==> src/rtl/mfrp_pkg.sv <==
`timescale 1ns / 1ps
`default_nettype none
// ----------------------------------------------------------------------------
// mfrp_pkg: shared types and constants of the frame rate pacer
// Payload structs, the command passed from front to back, widths and codes.
// ----------------------------------------------------------------------------
package mfrp_pkg;

  localparam int TIME_W   = 48;
  localparam int CH_W     = 4;
  localparam int FPS_W    = 10;
  localparam int CC_W     = 5;
  localparam int ACT_W    = 2;
  localparam int PERIOD_W = 20;
  localparam int DIV_N_W  = 24;
  localparam int DIV_D_W  = 10;

  localparam int US_PER_SECOND = 1000000;

  localparam int MAX_CHANNELS_DEF = 16;
  localparam int QUEUE_DEPTH      = 2;
  localparam int QPTR_W           = (QUEUE_DEPTH > 1) ? $clog2(QUEUE_DEPTH) : 1;
  localparam int QCNT_W           = $clog2(QUEUE_DEPTH + 1);

  localparam logic [CC_W-1:0] CC_RESET = CC_W'(1);

  localparam logic [ACT_W-1:0] ACT_FRAME = 2'd0;
  localparam logic [ACT_W-1:0] ACT_QFULL = 2'd1;
  localparam logic [ACT_W-1:0] ACT_CLEAR = 2'd2;

  typedef struct packed {
    logic [ACT_W-1:0]  action;
    logic [CH_W-1:0]   channel;
    logic [TIME_W-1:0] now_us;
    logic [FPS_W-1:0]  max_fps;
  } in_t;

  typedef struct packed {
    logic              process_frame;
    logic              throttled;
    logic [TIME_W-1:0] next_due_out;
  } out_t;

  typedef enum logic [2:0] {
    KIND_FRAME,
    KIND_QFULL,
    KIND_CLEAR,
    KIND_HOLD,
    KIND_IGNORE
  } kind_e;

  typedef struct packed {
    kind_e             kind;
    logic [CH_W-1:0]   channel;
    logic [CH_W-1:0]   phase_rem;
    logic [CC_W-1:0]   ch_count;
    logic [FPS_W-1:0]  fps;
    logic [TIME_W-1:0] now_us;
  } cmd_t;

endpackage
`default_nettype wire

==> src/rtl/mfrp_front.sv <==
`timescale 1ns / 1ps
`default_nettype none
// ----------------------------------------------------------------------------
// mfrp_front: command intake and classification
// Holds the channel count register, clamps rate and count, computes the
// channel phase remainder and pushes a classified command into the queue.
// ----------------------------------------------------------------------------
module mfrp_front #(
  parameter int MAX_CHANNELS = mfrp_pkg::MAX_CHANNELS_DEF
) (
  input  wire                        clk_i,
  input  wire                        rst_ni,
  input  wire                        start,
  input  mfrp_pkg::in_t              cmd_i,
  input  wire                        q_full_i,
  input  wire                        cfg_valid_i,
  input  wire  [mfrp_pkg::CC_W-1:0]  cfg_data_i,
  output logic                       cfg_ready_o,
  output logic                       push_o,
  output mfrp_pkg::cmd_t             cmd_o
);

  logic [mfrp_pkg::CC_W-1:0] ch_count_q;
  logic [mfrp_pkg::CC_W-1:0] cc;
  logic [mfrp_pkg::CC_W-1:0] rem;
  logic [mfrp_pkg::CC_W-1:0] trial;

  assign cfg_ready_o = 1'b1;

  always_ff @(posedge clk_i or negedge rst_ni) begin
    if (!rst_ni) begin
      ch_count_q <= mfrp_pkg::CC_RESET;
    end else if (cfg_valid_i && cfg_ready_o) begin
      ch_count_q <= cfg_data_i;
    end
  end

  assign cc = (ch_count_q == '0) ? mfrp_pkg::CC_W'(1) : ch_count_q;

  // channel mod count, one restoring step per channel bit
  always_comb begin
    rem   = '0;
    trial = '0;
    for (int i = mfrp_pkg::CH_W - 1; i >= 0; i--) begin
      trial = {rem[mfrp_pkg::CC_W-2:0], cmd_i.channel[i]};
      rem   = (trial >= cc) ? trial - cc : trial;
    end
  end

  assign push_o = start && !q_full_i;

  always_comb begin
    cmd_o.channel   = cmd_i.channel;
    cmd_o.phase_rem = rem[mfrp_pkg::CH_W-1:0];
    cmd_o.ch_count  = cc;
    cmd_o.fps       = (cmd_i.max_fps == '0) ? mfrp_pkg::FPS_W'(1) : cmd_i.max_fps;
    cmd_o.now_us    = cmd_i.now_us;
    if (32'(cmd_i.channel) >= 32'(MAX_CHANNELS)) begin
      cmd_o.kind = mfrp_pkg::KIND_IGNORE;
    end else begin
      case (cmd_i.action)
        mfrp_pkg::ACT_FRAME: cmd_o.kind = mfrp_pkg::KIND_FRAME;
        mfrp_pkg::ACT_QFULL: cmd_o.kind = mfrp_pkg::KIND_QFULL;
        mfrp_pkg::ACT_CLEAR: cmd_o.kind = mfrp_pkg::KIND_CLEAR;
        default:             cmd_o.kind = mfrp_pkg::KIND_HOLD;
      endcase
    end
  end

endmodule
`default_nettype wire

==> src/rtl/mfrp_queue.sv <==
`timescale 1ns / 1ps
`default_nettype none
// ----------------------------------------------------------------------------
// mfrp_queue: short command queue between front and back
// Register-based FIFO; head is visible while not empty.
// ----------------------------------------------------------------------------
module mfrp_queue (
  input  wire              clk_i,
  input  wire              rst_ni,
  input  wire              push_i,
  input  mfrp_pkg::cmd_t   cmd_i,
  input  wire              pop_i,
  output logic             full_o,
  output logic             empty_o,
  output mfrp_pkg::cmd_t   head_o
);

  mfrp_pkg::cmd_t                ent_q [mfrp_pkg::QUEUE_DEPTH];
  logic [mfrp_pkg::QPTR_W-1:0]   wr_ptr_q;
  logic [mfrp_pkg::QPTR_W-1:0]   rd_ptr_q;
  logic [mfrp_pkg::QCNT_W-1:0]   cnt_q;
  logic                          do_push;
  logic                          do_pop;

  assign full_o  = (cnt_q == mfrp_pkg::QCNT_W'(mfrp_pkg::QUEUE_DEPTH));
  assign empty_o = (cnt_q == '0);
  assign head_o  = ent_q[rd_ptr_q];
  assign do_push = push_i && !full_o;
  assign do_pop  = pop_i && !empty_o;

  function automatic logic [mfrp_pkg::QPTR_W-1:0] ptr_inc(
    input logic [mfrp_pkg::QPTR_W-1:0] p
  );
    if (p == mfrp_pkg::QPTR_W'(mfrp_pkg::QUEUE_DEPTH - 1)) begin
      return '0;
    end
    return p + 1'b1;
  endfunction

  always_ff @(posedge clk_i) begin
    if (do_push) begin
      ent_q[wr_ptr_q] <= cmd_i;
    end
  end

  always_ff @(posedge clk_i or negedge rst_ni) begin
    if (!rst_ni) begin
      wr_ptr_q <= '0;
      rd_ptr_q <= '0;
      cnt_q    <= '0;
    end else begin
      if (do_push) begin
        wr_ptr_q <= ptr_inc(wr_ptr_q);
      end
      if (do_pop) begin
        rd_ptr_q <= ptr_inc(rd_ptr_q);
      end
      if (do_push && !do_pop) begin
        cnt_q <= cnt_q + 1'b1;
      end else if (do_pop && !do_push) begin
        cnt_q <= cnt_q - 1'b1;
      end
    end
  end

endmodule
`default_nettype wire

==> src/rtl/mfrp_div.sv <==
`timescale 1ns / 1ps
`default_nettype none
// ----------------------------------------------------------------------------
// mfrp_div: iterative unsigned divider
// Restoring division, one quotient bit per cycle; done pulses for one cycle.
// ----------------------------------------------------------------------------
module mfrp_div (
  input  wire                           clk_i,
  input  wire                           rst_ni,
  input  wire                           start_i,
  input  wire  [mfrp_pkg::DIV_N_W-1:0]  dividend_i,
  input  wire  [mfrp_pkg::DIV_D_W-1:0]  divisor_i,
  output logic                          done_o,
  output logic [mfrp_pkg::DIV_N_W-1:0]  quotient_o
);

  localparam int CNT_W = $clog2(mfrp_pkg::DIV_N_W);

  logic                          busy_q;
  logic                          done_q;
  logic [CNT_W-1:0]              cnt_q;
  logic [mfrp_pkg::DIV_N_W-1:0]  quo_q;
  logic [mfrp_pkg::DIV_D_W-1:0]  rem_q;
  logic [mfrp_pkg::DIV_D_W-1:0]  dvs_q;
  logic [mfrp_pkg::DIV_D_W:0]    trial;
  logic                          ge;

  assign trial      = {rem_q, quo_q[mfrp_pkg::DIV_N_W-1]};
  assign ge         = (trial >= {1'b0, dvs_q});
  assign done_o     = done_q;
  assign quotient_o = quo_q;

  always_ff @(posedge clk_i or negedge rst_ni) begin
    if (!rst_ni) begin
      busy_q <= 1'b0;
      done_q <= 1'b0;
      cnt_q  <= '0;
      quo_q  <= '0;
      rem_q  <= '0;
      dvs_q  <= '0;
    end else begin
      done_q <= 1'b0;
      if (busy_q) begin
        rem_q <= ge ? mfrp_pkg::DIV_D_W'(trial - {1'b0, dvs_q})
                    : trial[mfrp_pkg::DIV_D_W-1:0];
        quo_q <= {quo_q[mfrp_pkg::DIV_N_W-2:0], ge};
        cnt_q <= cnt_q + 1'b1;
        if (cnt_q == CNT_W'(mfrp_pkg::DIV_N_W - 1)) begin
          busy_q <= 1'b0;
          done_q <= 1'b1;
        end
      end else if (start_i) begin
        busy_q <= 1'b1;
        cnt_q  <= '0;
        quo_q  <= dividend_i;
        rem_q  <= '0;
        dvs_q  <= divisor_i;
      end
    end
  end

endmodule
`default_nettype wire

==> src/rtl/mfrp_back.sv <==
`timescale 1ns / 1ps
`default_nettype none
// ----------------------------------------------------------------------------
// mfrp_back: per-channel due time update
// Reads the channel entry, derives period and phase with the shared divider,
// decides admit or throttle, writes the entry back and issues the result.
// ----------------------------------------------------------------------------
module mfrp_back #(
  parameter int MAX_CHANNELS = mfrp_pkg::MAX_CHANNELS_DEF
) (
  input  wire              clk_i,
  input  wire              rst_ni,
  input  wire              empty_i,
  input  mfrp_pkg::cmd_t   head_i,
  output logic             pop_o,
  output logic             result_valid_o,
  output mfrp_pkg::out_t   result_o
);

  localparam int IDX_W = (MAX_CHANNELS > 1) ? $clog2(MAX_CHANNELS) : 1;
  localparam int TW    = mfrp_pkg::TIME_W;
  localparam int PW    = mfrp_pkg::PERIOD_W;

  typedef enum logic [2:0] {
    S_IDLE,
    S_READ,
    S_PERIOD,
    S_MUL,
    S_PHASE,
    S_DECIDE
  } state_e;

  state_e                        state_q, state_d;
  mfrp_pkg::cmd_t                cmd_q, cmd_d;
  logic [TW-1:0]                 due_q, due_d;
  logic [PW-1:0]                 period_q, period_d;
  logic [mfrp_pkg::DIV_N_W-1:0]  prod_q, prod_d;
  logic                          res_valid_q, res_valid_d;
  mfrp_pkg::out_t                res_q, res_d;

  logic [TW-1:0]                 mem_q [MAX_CHANNELS];
  logic [MAX_CHANNELS-1:0]       vld_q;
  logic [TW-1:0]                 rd_data_q;
  logic                          rd_vld_q;

  logic                          wr_en;
  logic [TW-1:0]                 wr_data;
  logic [IDX_W-1:0]              wr_idx;
  logic [IDX_W-1:0]              head_idx;
  logic [TW-1:0]                 entry;

  logic                          div_start;
  logic                          div_done;
  logic [mfrp_pkg::DIV_N_W-1:0]  div_a;
  logic [mfrp_pkg::DIV_D_W-1:0]  div_b;
  logic [mfrp_pkg::DIV_N_W-1:0]  div_q;

  logic [TW+1:0]                 lag_lim;
  logic [TW-1:0]                 half_next;
  logic [TW-1:0]                 step_next;

  function automatic logic [TW-1:0] sat_add(input logic [TW-1:0] a,
                                            input logic [TW-1:0] b);
    logic [TW:0] s;
    s = {1'b0, a} + {1'b0, b};
    return s[TW] ? {TW{1'b1}} : s[TW-1:0];
  endfunction

  mfrp_div u_div (
    .clk_i      (clk_i),
    .rst_ni     (rst_ni),
    .start_i    (div_start),
    .dividend_i (div_a),
    .divisor_i  (div_b),
    .done_o     (div_done),
    .quotient_o (div_q)
  );

  assign head_idx = IDX_W'(head_i.channel);
  assign wr_idx   = IDX_W'(cmd_q.channel);
  assign entry    = rd_vld_q ? rd_data_q : '0;

  assign div_a = (state_q == S_MUL) ? prod_q
                                    : mfrp_pkg::DIV_N_W'(mfrp_pkg::US_PER_SECOND);
  assign div_b = (state_q == S_MUL) ? mfrp_pkg::DIV_D_W'(cmd_q.ch_count) : cmd_q.fps;

  assign lag_lim   = {2'b00, due_q} + (TW+2)'({period_q, 1'b0});
  assign half_next = sat_add(cmd_q.now_us, TW'(period_q[PW-1:1]));
  assign step_next = sat_add(due_q, TW'(period_q));

  always_comb begin
    state_d     = state_q;
    cmd_d       = cmd_q;
    due_d       = due_q;
    period_d    = period_q;
    prod_d      = prod_q;
    res_valid_d = 1'b0;
    res_d       = res_q;
    pop_o       = 1'b0;
    div_start   = 1'b0;
    wr_en       = 1'b0;
    wr_data     = '0;
    case (state_q)
      S_IDLE: begin
        if (!empty_i) begin
          pop_o   = 1'b1;
          cmd_d   = head_i;
          state_d = S_READ;
        end
      end
      S_READ: begin
        res_d = '0;
        case (cmd_q.kind)
          mfrp_pkg::KIND_FRAME, mfrp_pkg::KIND_QFULL: begin
            div_start = 1'b1;
            due_d     = entry;
            state_d   = S_PERIOD;
          end
          mfrp_pkg::KIND_CLEAR: begin
            wr_en       = 1'b1;
            res_valid_d = 1'b1;
            state_d     = S_IDLE;
          end
          mfrp_pkg::KIND_HOLD: begin
            res_d.next_due_out = entry;
            res_valid_d        = 1'b1;
            state_d            = S_IDLE;
          end
          default: begin
            res_valid_d = 1'b1;
            state_d     = S_IDLE;
          end
        endcase
      end
      S_PERIOD: begin
        if (div_done) begin
          period_d = div_q[PW-1:0];
          prod_d   = mfrp_pkg::DIV_N_W'(div_q[PW-1:0]) *
                     mfrp_pkg::DIV_N_W'(cmd_q.phase_rem);
          if (cmd_q.kind == mfrp_pkg::KIND_QFULL) begin
            wr_en              = 1'b1;
            wr_data            = sat_add(cmd_q.now_us, TW'(div_q[PW-1:1]));
            res_d              = '0;
            res_d.next_due_out = wr_data;
            res_valid_d        = 1'b1;
            state_d            = S_IDLE;
          end else if (due_q != '0) begin
            state_d = S_DECIDE;
          end else begin
            state_d = S_MUL;
          end
        end
      end
      S_MUL: begin
        div_start = 1'b1;
        state_d   = S_PHASE;
      end
      S_PHASE: begin
        if (div_done) begin
          due_d   = sat_add(cmd_q.now_us, TW'(div_q));
          state_d = S_DECIDE;
        end
      end
      S_DECIDE: begin
        res_d = '0;
        if (cmd_q.now_us < due_q) begin
          wr_data         = due_q;
          res_d.throttled = 1'b1;
        end else begin
          wr_data             = ({2'b00, cmd_q.now_us} > lag_lim) ? half_next : step_next;
          res_d.process_frame = 1'b1;
        end
        wr_en              = 1'b1;
        res_d.next_due_out = wr_data;
        res_valid_d        = 1'b1;
        state_d            = S_IDLE;
      end
      default: begin
        state_d = S_IDLE;
      end
    endcase
  end

  always_ff @(posedge clk_i or negedge rst_ni) begin
    if (!rst_ni) begin
      state_q     <= S_IDLE;
      cmd_q       <= '0;
      due_q       <= '0;
      period_q    <= '0;
      prod_q      <= '0;
      res_valid_q <= 1'b0;
      res_q       <= '0;
    end else begin
      state_q     <= state_d;
      cmd_q       <= cmd_d;
      due_q       <= due_d;
      period_q    <= period_d;
      prod_q      <= prod_d;
      res_valid_q <= res_valid_d;
      res_q       <= res_d;
    end
  end

  // entry store; a read and a write never fall in the same cycle
  always_ff @(posedge clk_i) begin
    if (pop_o) begin
      rd_data_q <= mem_q[head_idx];
    end
    if (wr_en) begin
      mem_q[wr_idx] <= wr_data;
    end
  end

  always_ff @(posedge clk_i or negedge rst_ni) begin
    if (!rst_ni) begin
      vld_q    <= '0;
      rd_vld_q <= 1'b0;
    end else begin
      if (pop_o) begin
        rd_vld_q <= vld_q[head_idx];
      end
      if (wr_en) begin
        vld_q[wr_idx] <= 1'b1;
      end
    end
  end

  assign result_valid_o = res_valid_q;
  assign result_o       = res_q;

endmodule
`default_nettype wire

==> src/rtl/multichannel_frame_rate_pacer_top.sv <==
// Channel reset, unused action codes and out-of-range channels are answered
// without the iterative divider. Queue full takes the period division; a frame
// on a set channel takes the period division and then the decision; a channel's
// first frame divides for the period, then for the stagger phase, and decides.
// One event is worked at a time, and a 2-entry queue takes new transfers.
// After reset all channels are unset and channel_count is 1; results cannot stall.
`timescale 1ns / 1ps
`default_nettype none
// ----------------------------------------------------------------------------
// multichannel_frame_rate_pacer_top: phase-staggered frame rate limiter
// Front classifies events, a short queue decouples it from the back end,
// which keeps the per-channel due times and produces one result per event.
// ----------------------------------------------------------------------------
module multichannel_frame_rate_pacer_top #(
  parameter int MAX_CHANNELS = mfrp_pkg::MAX_CHANNELS_DEF
) (
  input  wire                        clk_i,
  input  wire                        rst_ni,
  input  wire                        start,
  output logic                       busy,
  input  mfrp_pkg::in_t              cmd_i,
  output logic                       result_valid_o,
  output mfrp_pkg::out_t             result_o,
  input  wire                        cfg_valid_i,
  output logic                       cfg_ready_o,
  input  wire  [mfrp_pkg::CC_W-1:0]  cfg_data_i
);

  logic            push;
  logic            pop;
  logic            q_full;
  logic            q_empty;
  mfrp_pkg::cmd_t  front_cmd;
  mfrp_pkg::cmd_t  head_cmd;

  assign busy = q_full;

  mfrp_front #(
    .MAX_CHANNELS (MAX_CHANNELS)
  ) u_front (
    .clk_i       (clk_i),
    .rst_ni      (rst_ni),
    .start       (start),
    .cmd_i       (cmd_i),
    .q_full_i    (q_full),
    .cfg_valid_i (cfg_valid_i),
    .cfg_data_i  (cfg_data_i),
    .cfg_ready_o (cfg_ready_o),
    .push_o      (push),
    .cmd_o       (front_cmd)
  );

  mfrp_queue u_queue (
    .clk_i   (clk_i),
    .rst_ni  (rst_ni),
    .push_i  (push),
    .cmd_i   (front_cmd),
    .pop_i   (pop),
    .full_o  (q_full),
    .empty_o (q_empty),
    .head_o  (head_cmd)
  );

  mfrp_back #(
    .MAX_CHANNELS (MAX_CHANNELS)
  ) u_back (
    .clk_i          (clk_i),
    .rst_ni         (rst_ni),
    .empty_i        (q_empty),
    .head_i         (head_cmd),
    .pop_o          (pop),
    .result_valid_o (result_valid_o),
    .result_o       (result_o)
  );

endmodule
`default_nettype wire
==> config.mk <==
export PLATFORM = sky130hd
export DESIGN_NAME = multichannel_frame_rate_pacer_top
export DESIGN_NICKNAME = d
export VERILOG_FILES = /design/src/rtl/mfrp_pkg.sv /design/src/rtl/mfrp_front.sv /design/src/rtl/mfrp_queue.sv /design/src/rtl/mfrp_div.sv /design/src/rtl/mfrp_back.sv /design/src/rtl/multichannel_frame_rate_pacer_top.sv
export SDC_FILE = /design/constraint.sdc
export NUM_CORES = 2
export LEC_CHECK = 0
export BUFFER_PORTS_ARGS = -buffer_cell sky130_fd_sc_hd__buf_2
export CORE_UTILIZATION = 34
export CTS_BUF_LIST = sky130_fd_sc_hd__clkbuf_4 sky130_fd_sc_hd__clkbuf_8 sky130_fd_sc_hd__clkbuf_16
export DETAILED_ROUTE_END_ITERATION = 10
export GPL_ROUTABILITY_DRIVEN = 0
export SYNTH_ARGS = -nofsm -noshare
export SYNTH_HDL_FRONTEND = slang
export SYNTH_SLANG_ARGS = --single-unit
export TNS_END_PERCENT = 30
==> constraint.sdc <==
create_clock -name clk_i -period 11.5 [get_ports clk_i]
set_clock_uncertainty 0.1 [all_clocks]
set_input_delay 0.575 -clock clk_i [delete_from_list [all_inputs] [get_ports clk_i]]
set_output_delay 0.575 -clock clk_i [all_outputs]
set_load 0.005 [all_outputs]
==> results.sh <==
export IMPL_ctsHtreeMaxLevel=4
export IMPL_track_usage=0.2019
export IMPL_cp_end_kind="flip-flop"
export IMPL_die_area_um2=187000
export IMPL_clockRootBuffer="clkbuf_16"
export IMPL_setup_tns_final_ps=0
export IMPL_grt_overflow=0
export IMPL_hold_path_class="input pin to flip-flop"
export IMPL_io_pins=126
export IMPL_synth_sequential_area_ratio=0.5761
export IMPL_criticalPathCategory="flip-flop to flip-flop"
export IMPL_synth_top_area_cell="edfxtp_1"
export IMPL_synthCells=4934
export IMPL_grt_pass1_wl_um=281700
export IMPL_numCtsBuffers=135
export IMPL_relSlewSlack=0.1040
export IMPL_crit_path_frequent_cell="o21ai_1"
export IMPL_route_antenna_remaining_nets=0
export IMPL_cpMaxStageDelayCell="a31oi_1"
export IMPL_avgSynthCellArea_um2=12.77
export IMPL_max_freq_mhz=125.7
export IMPL_n_antenna_cell=0
export IMPL_grt_pass1_vias=42870
export IMPL_tightest_slew_ps=1335
export IMPL_cpPeakStageDelay_ps=740
export IMPL_dp_hpwl_um=123500
export IMPL_timing_final_crit_period_ps=7955
export IMPL_start_kind="flip-flop"
export IMPL_dr_pass1_iters=9
export IMPL_cts_resized=0
export IMPL_grt_max_degree=149
export IMPL_ir_drop_mv=0.1608
export IMPL_wirelength_um=191400
export IMPL_layout_drive_gt1_share=0.1537
export IMPL_holdPathStages=2
export IMPL_fillers=17180
export IMPL_synth_edf_count=962
export IMPL_instances_no_fill=7650
export IMPL_reg2reg_from="u_back.due_q[1]"
export IMPL_clock_latency_ps=820
export IMPL_antenna_found_initial=3
export IMPL_yosys_register_bits=1258
export IMPL_nets=5444
export IMPL_hold_path_startpoint="cfg_valid_i"
export IMPL_core_area_um2=183500
export IMPL_maxCapViolCount=0
export IMPL_setup_viol=0
export IMPL_ys_flop_type="edfxtp_1"
export IMPL_cp_max_fo=16
export IMPL_crit_chain="ha_1 > fa_1 > a21oi_1 > o21ai_1 > a21boi_0 > o21ai_1 > a311oi_1 > o21ai_1 > a31oi_1 > or2_2 > nor2_1 > xnor2_1 > ha_1 > nand4_1 > nor4_1 > nand2_1 > a21oi_1 > o41a_1 > o21a_1 > nand2_1 > o2111a_1 > a221oi_1 > o21ai_1"
export IMPL_rsz0062_at_grt="false"
export IMPL_synth_cell_type_count=106
export IMPL_rows=157
export IMPL_dp_cells=7324
export IMPL_reg2reg_depth=23
export IMPL_multi_input_area_um2=25160
export IMPL_viasPerCell=5.691
export IMPL_cts_sinks=1258
export IMPL_chipHeight_um=432.5
export IMPL_synth_top_area_frac=0.4586
export IMPL_cp_num_buf_inv=0
export IMPL_port_buffers=124
export IMPL_async_flop_share=0.2353
export IMPL_remaining_drc_errors=0
export IMPL_area_growth_pct=14.08
export IMPL_finalCritPeriodShare=0.6917
export IMPL_drtIter0Drc=4938
export IMPL_die_width_um=432.5
export IMPL_timing_rr_end="u_back.mem_q[0][20]"
export IMPL_initial_core_util=0.3434
export IMPL_yosysWarnings=0
export IMPL_run_status="finished, final reports clean"
export IMPL_powerDensity_nw_per_um2=290.0
export IMPL_hold_viol_final=0
export IMPL_cp_required_ps=11780
export IMPL_finalMaxSlewViolations=0
export IMPL_cts_buffer_depth=3
export IMPL_synthTopCellsByArea="edfxtp_1 (46%), dfrtp_1 (12%), mux4_2 (7.0%), ha_1 (5.0%), nand2_1 (2.9%)"
export IMPL_whs_endpoint="u_front.ch_count_q[2]"
export IMPL_cts_tree="done"
export IMPL_seqCellArea_um2=36300
export IMPL_post_drt_wl_per_cell_um=25.02
export IMPL_clk_pin_slew_ps=60
export IMPL_synth_area_um2=63000
export IMPL_rrSetupSlack_ps=3550
export IMPL_vias=43540
export IMPL_p_leak_nw=26.33
export IMPL_postCtsSetupBuffers=0
export IMPL_cp_arrival_ps=8230
export IMPL_crit_family="compound AO/OA/AOI/OAI gates"
export IMPL_synthesis_nets=5306
-- cell families (layout without fill, tap and decap cells) --
logic type,after synthesis,count (layout),synth area share
adder cells (fa/ha/maj),299,299,0.06475
AO/OA/AOI/OAI,1136,1136,0.1161
buffers and inverters,443,695,0.02806
multiplexers,323,323,0.09098
other,1,1,0.00005953
XOR/XNOR,206,206,0.02864
flip-flops,1258,1258,0.5761
AND/OR/NAND/NOR,1268,1268,0.09521
-- layer usage --
metal,routed length (um),vias up,track usage,share of wire
met3,17610,411,0.04270,0.092
li1,-,19000,-,-
met1,79830,22060,0.2756,0.42
met2,85850,2074,0.3104,0.45
met5,0,-,0,0
met4,8079,0,0.08522,0.042
-- cells in the final DEF, fill, tap and decap left out, drive strengths merged, types with 17 or more instances in the layout --
master         n
and2          93
dlygate4sd3   74
edfxtp       962
fa            45
mux2i         90
mux4         196
nor2b         22
o22a          17
inv          167
xor2          71
nor2         249
nand2b        35
a221oi        35
ha           254
xnor2        135
and3          20
o21bai        23
mux2          37
o21ai        346
dfrtp        295
or3           31
buf          208
or2           38
a31oi        124
nor4          30
o211ai        36
a21o          57
clkinv        50
o21a          21
nand2        497
a21oi        218
clkbuf       182
a22oi         24
nor3          76
nand4         53
nand3         96
a211oi        89
-- worst max path at each step --
stage                           from              endpoint  slack [ps]  cells past startpoint
6_report             u_back.due_q[1]   u_back.mem_q[0][20]        3550                     23
5_1_grt              u_back.due_q[1]   u_back.mem_q[2][20]        3200                     23
4_1_cts              u_back.due_q[1]  u_back.mem_q[11][20]        3810                     23
3_5_place_dp         u_back.due_q[1]  u_back.mem_q[12][20]        3810                     23
3_3_place_gp         u_back.due_q[1]  u_back.mem_q[12][20]        3800                     23
2_1_floorplan  u_front.ch_count_q[4]  u_queue.ent_q[0][64]        4790                     30
-- report_power, final --
part | internal (W) | total, W | switching, W
clock network | 0.00257 | 0.00450 | 0.00193
registers | 0.00589 | 0.00712 | 0.00123
logic | 0.00352 | 0.00923 | 0.00571
-- synthesized netlist by cell type, drive strengths merged, types with 71 or more instances --
library cell and n:
dfrtp 295, mux4 196, nor3 76, a31oi 124, inv 162, a21oi 218
a211oi 89, and2 93, buf 86, o21ai 346, mux2i 90, nand3 96
xor2 71, clkbuf 195, ha 254, nor2 249, edfxtp 962, nand2 497
xnor2 135
-- stage by stage --
stage | util | worst slack, ps | hold slack (ps) | total power [W] | cell area, um^2
2_1_floorplan | - | 4785 | 179.4 | 0.01305 | 63000
3_3_place_gp | 0.3622 | 3798 | 346.2 | 0.01603 | 66450
3_5_place_dp | 0.3622 | 3807 | 349.8 | 0.01618 | 66450
4_1_cts | 0.3917 | 3807 | 0.3931 | 0.02075 | 71860
5_1_grt | 0.3917 | 3198 | 32.67 | 0.02201 | 71870
6_report | 0.3917 | 3545 | 38.54 | 0.02084 | 71870
-- repair_timing --
action                                  4_1_cts  5_1_grt
hold endpoints to repair                    233        0
endpoints found under the setup margin        0        0
hold buffers                                 74        0
-- sequential cells by signal, indices dropped and copies added, names as in the netlist --
register / count
u_back.mem_q: 768
u_queue.ent_q: 146
u_back.cmd_q: 69
u_back.result_o: 50
u_back.due_q: 48
u_back.rd_data_q: 48
u_back.prod_q: 24
u_back.u_div.quotient_o: 24
u_back.period_q: 20
u_back.vld_q: 16
u_back.u_div.dvs_q: 10
u_back.u_div.rem_q: 10
u_back.u_div.cnt_q: 5
u_front.ch_count_q: 5
u_back.wr_idx: 4
u_back.state_q: 3
u_queue.cnt_q: 2
u_back.rd_vld_q: 1
u_back.result_valid_o: 1
u_back.u_div.busy_q: 1
u_back.u_div.done_o: 1
u_queue.rd_ptr_q: 1
u_queue.wr_ptr_q: 1
-- cell type report --
class / count / area share
Inverter: 162 / 0.008478
Multi-Input combinational cell: 3233 / 0.3501
Timing Repair Buffer: 282 / 0.02843
Clock inverter: 69 / 0.01184
Clock buffer: 182 / 0.05319
Sequential cell: 1258 / 0.5051
Tap cell: 2464 / 0.04290
No activity file was read; power rests on OpenSTA's default activity.
